--- src/hdl/bfdt_pkg.sv ---
// Shared types and constants of the blocking flow shop departure time unit.
`default_nettype none

package bfdt_pkg;

	// Fixed field widths
	localparam int unsigned PROC_W     = 16;
	localparam int unsigned CFG_W      = 5;
	localparam int unsigned CFG_RESET  = 2;
	localparam int unsigned OUT_TIME_W = 32;
	localparam int unsigned IDX_W      = 4;

	typedef logic [OUT_TIME_W-1:0] out_time_t;
	typedef logic [IDX_W-1:0]      mach_idx_t;
	typedef logic [CFG_W-1:0]      cfg_word_t;

	// One input beat
	typedef struct packed {
		logic [PROC_W-1:0] proc_time;
		logic              new_sequence;
	} in_item_t;

	// One result beat
	typedef struct packed {
		out_time_t departure_time;
		mach_idx_t machine_index;
		logic      last_machine;
		out_time_t idle_block_sum;
	} result_t;

endpackage

`default_nettype wire

--- src/hdl/bfdt_in_stage.sv ---
// Input register stage: holds one accepted beat until the core takes it.
`default_nettype none

module bfdt_in_stage (
	input  wire logic               clk,
	input  wire logic               arst_n,
	input  wire logic               s_tvalid,
	output logic                    s_tready,
	input  wire logic [15:0]        s_tdata,      // [15:0] proc_time
	input  wire logic               s_tuser,      // [0] new_sequence
	output logic                    item_valid,
	output bfdt_pkg::in_item_t      item,
	input  wire logic               item_take
);

	logic               valid_q;
	bfdt_pkg::in_item_t item_q;

	// Accept when empty or when the held beat leaves this cycle
	assign s_tready   = !valid_q || item_take;
	assign item_valid = valid_q;
	assign item       = item_q;

	// Track occupancy
	always_ff @(posedge clk or negedge arst_n) begin
		if (!arst_n) begin
			valid_q <= 1'b0;
		end else if (s_tvalid && s_tready) begin
			valid_q <= 1'b1;
		end else if (item_take) begin
			valid_q <= 1'b0;
		end
	end

	// Capture the beat
	always_ff @(posedge clk) begin
		if (s_tvalid && s_tready) begin
			item_q.proc_time    <= s_tdata;
			item_q.new_sequence <= s_tuser;
		end
	end

endmodule

`default_nettype wire

--- src/hdl/bfdt_core.sv ---
// Departure time recurrence, row store and sigma accumulation.
`default_nettype none

module bfdt_core #(
	parameter int MAX_MACHINES = 16,
	parameter int TIME_WIDTH   = 32
) (
	input  wire logic                clk,
	input  wire logic                arst_n,
	input  wire logic                cfg_valid,
	output logic                     cfg_ready,
	input  wire bfdt_pkg::cfg_word_t cfg_data,
	input  wire logic                item_valid,
	input  wire bfdt_pkg::in_item_t  item,
	output logic                     item_take,
	input  wire logic                res_ready,
	output logic                     res_valid,
	output bfdt_pkg::result_t        res
);

	localparam int CW = $clog2(MAX_MACHINES);
	localparam int MW = (CW + 1 > int'(bfdt_pkg::CFG_W)) ? CW + 1 : int'(bfdt_pkg::CFG_W);
	localparam int TW = TIME_WIDTH;

	typedef logic [TW-1:0] time_t;
	typedef logic [CW-1:0] cnt_t;
	typedef logic [MW-1:0] mcnt_t;

	function automatic time_t sat_add(input time_t a, input time_t b);
		logic [TW:0] s;
		s = {1'b0, a} + {1'b0, b};
		return s[TW] ? '1 : s[TW-1:0];
	endfunction

	// Configuration and job state
	bfdt_pkg::cfg_word_t mcount_q;
	cnt_t                cnt_q;
	time_t               left_q;
	time_t               sig_q;
	logic                first_q;

	// Previous row: entries 0 and 1 in flops, all entries in the memory
	time_t               mem [MAX_MACHINES];
	time_t               mem_rd_q;
	time_t               row0_q;
	time_t               row1_q;
	time_t               cur_q;
	time_t               nxt_q;
	logic                nxt_mem_q;

	// Datapath
	logic                fire;
	logic                first;
	cnt_t                j;
	cnt_t                j_plus2;
	time_t               left;
	time_t               sig;
	time_t               p_ext;
	mcnt_t               mc_ext;
	mcnt_t               m_eff;
	logic                last;
	time_t               prev_j;
	time_t               prev_j1;
	time_t               own;
	time_t               dep;
	time_t               base;
	logic [TW:0]         bp;
	time_t               diff;
	time_t               term;
	time_t               sig_new;

	assign cfg_ready = 1'b1;
	assign fire      = item_valid && res_ready;
	assign item_take = fire;
	assign res_valid = fire;

	// Clamp the machine count to the supported range
	always_comb begin
		mc_ext = mcnt_t'(mcount_q);
		m_eff  = mc_ext;
		if (mc_ext < mcnt_t'(2)) begin
			m_eff = mcnt_t'(2);
		end else if (mc_ext > mcnt_t'(MAX_MACHINES)) begin
			m_eff = mcnt_t'(MAX_MACHINES);
		end
	end

	// A new sequence restarts at machine 0 of a first job
	assign first   = item.new_sequence || first_q;
	assign j       = item.new_sequence ? '0 : cnt_q;
	assign left    = item.new_sequence ? '0 : left_q;
	assign sig     = item.new_sequence ? '0 : sig_q;
	assign j_plus2 = j + cnt_t'(2);
	assign last    = mcnt_t'(j) >= (m_eff - mcnt_t'(1));
	assign p_ext   = time_t'(item.proc_time);
	assign prev_j  = cur_q;
	assign prev_j1 = nxt_mem_q ? mem_rd_q : nxt_q;

	// Own completion, then blocking by the downstream machine
	assign own = sat_add((!first && j == '0) ? prev_j : left, p_ext);
	assign dep = (first || last) ? own : ((own > prev_j1) ? own : prev_j1);

	// Sigma term: dep - prev - p, clamped at zero
	assign base    = first ? '0 : prev_j;
	assign bp      = {1'b0, base} + {1'b0, p_ext};
	assign diff    = dep - bp[TW-1:0];
	assign term    = ({1'b0, dep} >= bp) ? diff : '0;
	assign sig_new = sat_add(sig, term);

	// Result beat
	always_comb begin
		res.departure_time = bfdt_pkg::out_time_t'(dep);
		res.machine_index  = bfdt_pkg::mach_idx_t'(j);
		res.last_machine   = last;
		res.idle_block_sum = last ? bfdt_pkg::out_time_t'(sig_new) : '0;
	end

	// Configuration register
	always_ff @(posedge clk or negedge arst_n) begin
		if (!arst_n) begin
			mcount_q <= bfdt_pkg::cfg_word_t'(bfdt_pkg::CFG_RESET);
		end else if (cfg_valid && cfg_ready) begin
			mcount_q <= cfg_data;
		end
	end

	// Advance the job state per item; wrap at the last machine
	always_ff @(posedge clk or negedge arst_n) begin
		if (!arst_n) begin
			cnt_q     <= '0;
			left_q    <= '0;
			sig_q     <= '0;
			first_q   <= 1'b1;
			nxt_mem_q <= 1'b0;
		end else if (fire) begin
			nxt_mem_q <= !last;
			if (last) begin
				cnt_q   <= '0;
				left_q  <= '0;
				sig_q   <= '0;
				first_q <= 1'b0;
			end else begin
				cnt_q   <= j + cnt_t'(1);
				left_q  <= dep;
				sig_q   <= sig_new;
				first_q <= first;
			end
		end
	end

	// Write the row in place and prefetch the entry two machines ahead
	always_ff @(posedge clk) begin
		if (fire) begin
			mem[j]   <= dep;
			mem_rd_q <= mem[j_plus2];
		end
	end

	// Hold the row head in flops so a wrap needs no memory read
	always_ff @(posedge clk) begin
		if (fire) begin
			if (j == '0) begin
				row0_q <= dep;
			end
			if (j == cnt_t'(1)) begin
				row1_q <= dep;
			end
			if (last) begin
				cur_q <= row0_q;
				nxt_q <= (j == cnt_t'(1)) ? dep : row1_q;
			end else begin
				cur_q <= prev_j1;
			end
		end
	end

endmodule

`default_nettype wire

--- src/hdl/bfdt_out_stage.sv ---
// Result register stage driving the master-side stream.
`default_nettype none

module bfdt_out_stage (
	input  wire logic              clk,
	input  wire logic              arst_n,
	input  wire logic              res_valid,
	output logic                   res_ready,
	input  wire bfdt_pkg::result_t res,
	output logic                   m_tvalid,
	input  wire logic              m_tready,
	output logic [63:0]            m_tdata,   // [31:0] departure_time, [63:32] idle_block_sum
	output logic                   m_tlast,   // last_machine
	output logic [3:0]             m_tuser    // [3:0] machine_index
);

	logic              valid_q;
	bfdt_pkg::result_t res_q;

	// Take a new result when empty or when the held one is taken
	assign res_ready = !valid_q || m_tready;
	assign m_tvalid  = valid_q;
	assign m_tdata   = {res_q.idle_block_sum, res_q.departure_time};
	assign m_tlast   = res_q.last_machine;
	assign m_tuser   = res_q.machine_index;

	always_ff @(posedge clk or negedge arst_n) begin
		if (!arst_n) begin
			valid_q <= 1'b0;
		end else if (res_ready) begin
			valid_q <= res_valid;
		end
	end

	// Hold the payload while stalled
	always_ff @(posedge clk) begin
		if (res_ready && res_valid) begin
			res_q <= res;
		end
	end

endmodule

`default_nettype wire

--- src/hdl/blocking_flowshop_departure_times_unit.sv ---
// Top level of the blocking flow shop departure time unit.
//
// Usage:
//   cfg_valid/cfg_ready/cfg_data write the machine count (2..MAX_MACHINES);
//   cfg_ready is always high. Write it only while no beat is in flight.
//   The slave stream carries one processing time per beat, machine 0 first,
//   job after job; s_tuser marks machine 0 of a sequence's first job.
//   The master stream returns one departure time per input beat with its
//   machine index in m_tuser; m_tlast marks the job's last machine, and
//   only then m_tdata[63:32] carries the job's idle-and-blocking sum.
// Timing:
//   A beat goes from the input register through the core to the result
//   register. Throughput is one beat per cycle unless the receiver stalls,
//   set by the recurrence through the row store prefetch register.
// Reset and stall:
//   Reset clears the job state and returns the machine count to two; the
//   row store holds no valid data until the first job is run. When the
//   receiver stalls, the result holds and s_tready drops in the same cycle
//   while the input register holds a beat; an empty one still takes one more.
`default_nettype none

module blocking_flowshop_departure_times_unit #(
	parameter int MAX_MACHINES = 16,
	parameter int TIME_WIDTH   = 32
) (
	input  wire logic        clk,
	input  wire logic        arst_n,
	input  wire logic        cfg_valid,
	output logic             cfg_ready,
	input  wire logic [4:0]  cfg_data,    // machine_count
	input  wire logic        s_tvalid,
	output logic             s_tready,
	input  wire logic [15:0] s_tdata,     // [15:0] proc_time
	input  wire logic        s_tuser,     // [0] new_sequence
	output logic             m_tvalid,
	input  wire logic        m_tready,
	output logic [63:0]      m_tdata,     // [31:0] departure_time, [63:32] idle_block_sum
	output logic             m_tlast,     // last_machine
	output logic [3:0]       m_tuser      // [3:0] machine_index
);

	logic               item_valid;
	bfdt_pkg::in_item_t item;
	logic               item_take;
	logic               res_valid;
	logic               res_ready;
	bfdt_pkg::result_t  res;

	bfdt_in_stage u_in (
		.clk        (clk),
		.arst_n     (arst_n),
		.s_tvalid   (s_tvalid),
		.s_tready   (s_tready),
		.s_tdata    (s_tdata),
		.s_tuser    (s_tuser),
		.item_valid (item_valid),
		.item       (item),
		.item_take  (item_take)
	);

	bfdt_core #(
		.MAX_MACHINES (MAX_MACHINES),
		.TIME_WIDTH   (TIME_WIDTH)
	) u_core (
		.clk        (clk),
		.arst_n     (arst_n),
		.cfg_valid  (cfg_valid),
		.cfg_ready  (cfg_ready),
		.cfg_data   (cfg_data),
		.item_valid (item_valid),
		.item       (item),
		.item_take  (item_take),
		.res_ready  (res_ready),
		.res_valid  (res_valid),
		.res        (res)
	);

	bfdt_out_stage u_out (
		.clk       (clk),
		.arst_n    (arst_n),
		.res_valid (res_valid),
		.res_ready (res_ready),
		.res       (res),
		.m_tvalid  (m_tvalid),
		.m_tready  (m_tready),
		.m_tdata   (m_tdata),
		.m_tlast   (m_tlast),
		.m_tuser   (m_tuser)
	);

endmodule

`default_nettype wire

--- config.mk ---
export PLATFORM = sky130hd
export DESIGN_NAME = blocking_flowshop_departure_times_unit
export DESIGN_NICKNAME = d
export VERILOG_FILES = /design/src/hdl/bfdt_pkg.sv /design/src/hdl/bfdt_in_stage.sv /design/src/hdl/bfdt_core.sv /design/src/hdl/bfdt_out_stage.sv /design/src/hdl/blocking_flowshop_departure_times_unit.sv
export SDC_FILE = /design/constraint.sdc
export NUM_CORES = 1
export LEC_CHECK = 0
export BUFFER_PORTS_ARGS = -buffer_cell sky130_fd_sc_hd__buf_4
export CORE_MARGIN = 8
export CORE_UTILIZATION = 55
export CTS_CLUSTER_SIZE = 8
export DETAILED_ROUTE_END_ITERATION = 16
export GPL_ROUTABILITY_DRIVEN = 0
export GPL_TIMING_DRIVEN = 0
export PLACE_DENSITY = 0.72
export SKIP_LAST_GASP = 1
export SLEW_MARGIN = 25
export SYNTH_ARGS = -nofsm -noshare
export SYNTH_HDL_FRONTEND = slang
export SYNTH_SLANG_ARGS = --single-unit
--- constraint.sdc ---
create_clock -name clk -period 15.7 [get_ports clk]
set_clock_uncertainty 0.15 [all_clocks]
set_input_delay 2.355 -clock clk [delete_from_list [all_inputs] [get_ports clk]]
set_output_delay 2.355 -clock clk [all_outputs]
set_load 0.01 [all_outputs]
==> results.cfg <==
[power_and_ir_drop]
power_leakage_nw = 16.65
power.ir.vdd_worst_mv = 0.1309
power.density_cell_area_nw_per_um2 = 224.0

[clock_tree]
ctsRootBufferMaster = clkbuf_16
htree_num_levels = 3
worstSkewPairLatency_ns = 0.69
cts.hold.buffers_added = 0
clk_pin_slew_ns = 0.06
tritoncts_clock_tree = yes
cts_inserted_buffers = 110
clock_sinks = 803
max-clock-path-buffers = 3

[outcome]
outcome = completed

[sta]
slew-limit-headroom_pct = 24.57
count_of_final_max_slew_check_failures = 0
timing.final.hold_violations = 0
timing.final.ws_setup_ns = 0.5920
rsz0062_at_grt = no
worst_hold_slack_ns = 0.3257
finalSetupViolCount = 0
fmaxAchievable_mhz = 66.19
worst-slew-pin-transition_ns = 1.123
fin_crit_ns = 15.11
final_min_period_over_clock_period_pct = 96.23

[final_layout]
finish.net_count = 3487
layout-drive-gt1-share_pct = 13.04
insertedDiodeCount = 0
areaGrowthSynthToFinish_pct = 15.65

[floorplan]
initial_core_util_pct = 55.46
coreArea_sq_um = 69910
design.portCount = 99
fp.dieArea_sq_um = 79250
dieWidth_um = 281.5
std_cell_rows = 97
die_h_um = 281.5

[synth]
number_of_synthesized_register_bits = 803
ys.flop_type = edfxtp_1
post_synth_instance_area_sq_um = 38770
syn-instance-count = 3061
synth.net_count = 3230
synthesis.area_per_instance_sq_um = 12.67
synth-async-reset-ratio_pct = 9.589
synth-edff-count = 726
synth-seq-area-share_pct = 61.21
synth_warnings = 0
post_synth_num_cell_types = 92

[worst_setup_path]
timing_worst_setup_path_type = reg2reg
critical_path_data_required_time_ns = 16.13
worst_ep_arrival_time_ns = 15.54
critical_path.most_common_cell = ha_1
critical_path_peak_fanout = 23
element_type_at_the_critical_path_start = register
critical-path-slowest-cell = or4_1
setup.worst_path.end_class = register
critical-path-max-stage-delay_ns = 0.59

[global_route]
wire_length_of_the_first_global_routing_pass_mm = 160.4
grt.met1_usage_pct = 33.07
antenna_found_initial = 1
grt_max_degree = 78
globalRouteMet3Util_pct = 3.797
use_met2_pct = 44.69
grt_busiest_layer = met2
overflow = 0
grt_util_all_layers_pct = 26.39
grt_pass1_vias = 27020

[place]
place_hpwl_mm = 75.58
port-buffer-count = 97
place_ws_ns = -3.276

[route]
drt-initial-drc-count = 3234
postRouteAntennaNets = 0
detail_route.vias_per_cell = 6.272
via_count = 26970
drt-wirelength-per-cell_um = 24.86
route.final.wire_length_mm = 106.9
drt_pass1_iterations = 7
route.detailed.drc = 0

[flow_run]
drv_cap = 0

[worst_hold_path]
hold_class = reg2reg
[cells in the mapped netlist (64+ instances only)]
cell / number / area [sq um]
a211oi_1: 115 / 863.3
a21oi_1: 199 / 996.0
clkbuf_1: 118 / 442.9
dfrtp_1: 75 / 1877
edfxtp_1: 726 / 21800
ha_1: 138 / 1727
inv_1: 64 / 240.2
mux2i_1: 177 / 1772
nand2_1: 361 / 1355
nor2_1: 199 / 747.0
nor2b_1: 122 / 763.2
o21ai_0: 105 / 525.5
[layer usage]
metal,up-vias,routed length (um)
met5,-,0
met4,0,5348
met3,355,8876
met2,1482,52140
met1,13100,40550
li1,12030,-
[sequential cells by signal, indices dropped and copies added, names as in the netlist, 5 cells and up]
signal	count
u_core.mem	512
u_core.left_q	32
u_core.mem_rd_q	32
u_core.row1_q	32
u_core.sig_q	32
u_out.m_tdata	64
u_in.item	17
u_core.cur_q	32
u_core.mc_ext	5
u_core.nxt_q	32
[layout make-up]
cell class / count / area (sq um)
inverters: 67 / 266.5
clock inverters: 6 / 137.6
clock buffers: 148 / 2927
fillers: 5081 / 25070
plain buffers: 149 / 636.9
multi-input cells: 2040 / 14540
well taps: 940 / 1176
flip-flops and latches: 803 / 23730
repair buffers: 147 / 1426
[cells by family after synthesis]
family	count (synthesis)	share of synthesized area, %
simple gates	871	10.59
flops	803	61.21
compound gates	679	11.54
mux	237	7.316
buf+inv	222	2.291
fa+ha+maj	142	4.660
xor+xnor	106	2.395
other cells	1	0.009672
[worst max-delay path, delay by kind of cell (launching register included)]
kind	cells	cell delay, ns
flip-flops	1	0.49
AO/OA/AOI/OAI	15	3.64
buffers and inverters	14	3.95
AND/OR/NAND/NOR	16	4.62
multiplexers	1	0.40
adder cells (fa/ha/maj)	5	1.65
[layout by cell type, fill, tap and decap left out, types with 35 or more instances in the layout]
master / n
a21o_1: 35
clkbuf_16: 111
inv_1: 60
buf_4: 129
nor2b_1: 121
nor2_1: 192
xor2_1: 49
xnor2_1: 57
clkbuf_1: 144
dfrtp_1: 75
a31oi_1: 42
mux2i_1: 172
nand2_1: 359
edfxtp_1: 726
ha_1: 137
o21ai_0: 105
a21oi_1: 196
a211oi_1: 114
[power breakdown]
group | switching [W] | internal [W] | leakage (nW)
logic | 0.00311 | 0.00165 | 7.48
clock network | 0.000862 | 0.00128 | 1.47
registers | 0.000149 | 0.00299 | 7.69
[stage by stage]
stage          instances  total power, W  util, %  instance area (sq um)  setup TNS [ns]
5_1_grt             4300         0.01059    64.14                  44840               0
3_5_place_dp        4141        0.007703    59.40                  41520         -172.49
4_1_cts             4298        0.009932    63.98                  44720               0
2_1_floorplan       3061        0.006313        -                  38770               0
3_3_place_gp        4098        0.007509    58.18                  40680         -200.42
6_report            4300         0.01004    64.14                  44840               0
[repair_timing]
| action | CTS | global route |
|---|---|---|
| cloned | 3 | 1 |
| endpoints found under the setup margin | 64 | 64 |
| pin swaps | 3 | 3 |
| gates resized for setup | 23 | 19 |
| setup buffers | 5 | 2 |
| hold endpoints to repair | 0 | 0 |
[final timing paths]
path	start	endpoint	slack, ns	cells past startpoint
worst max-delay path	u_in.item[0]$_DFFE_PP_	u_core.sig_q[31]$_DFFE_PN0P_	0.59	51
worst min register to register	u_core.sig_q[19]$_DFFE_PN0P_	u_core.sig_q[19]$_DFFE_PN0P_	0.33	2
min in group asynchronous	arst_n	u_core.sig_q[17]$_DFFE_PN0P_	1.60	1
worst min-delay path	u_core.sig_q[19]$_DFFE_PN0P_	u_core.sig_q[19]$_DFFE_PN0P_	0.33	2
max in group asynchronous	arst_n	u_core.left_q[28]$_DFFE_PN0P_	13.14	1
worst max register to register	u_in.item[0]$_DFFE_PP_	u_core.sig_q[31]$_DFFE_PN0P_	0.59	51
Power figures use the tool's default switching activity.
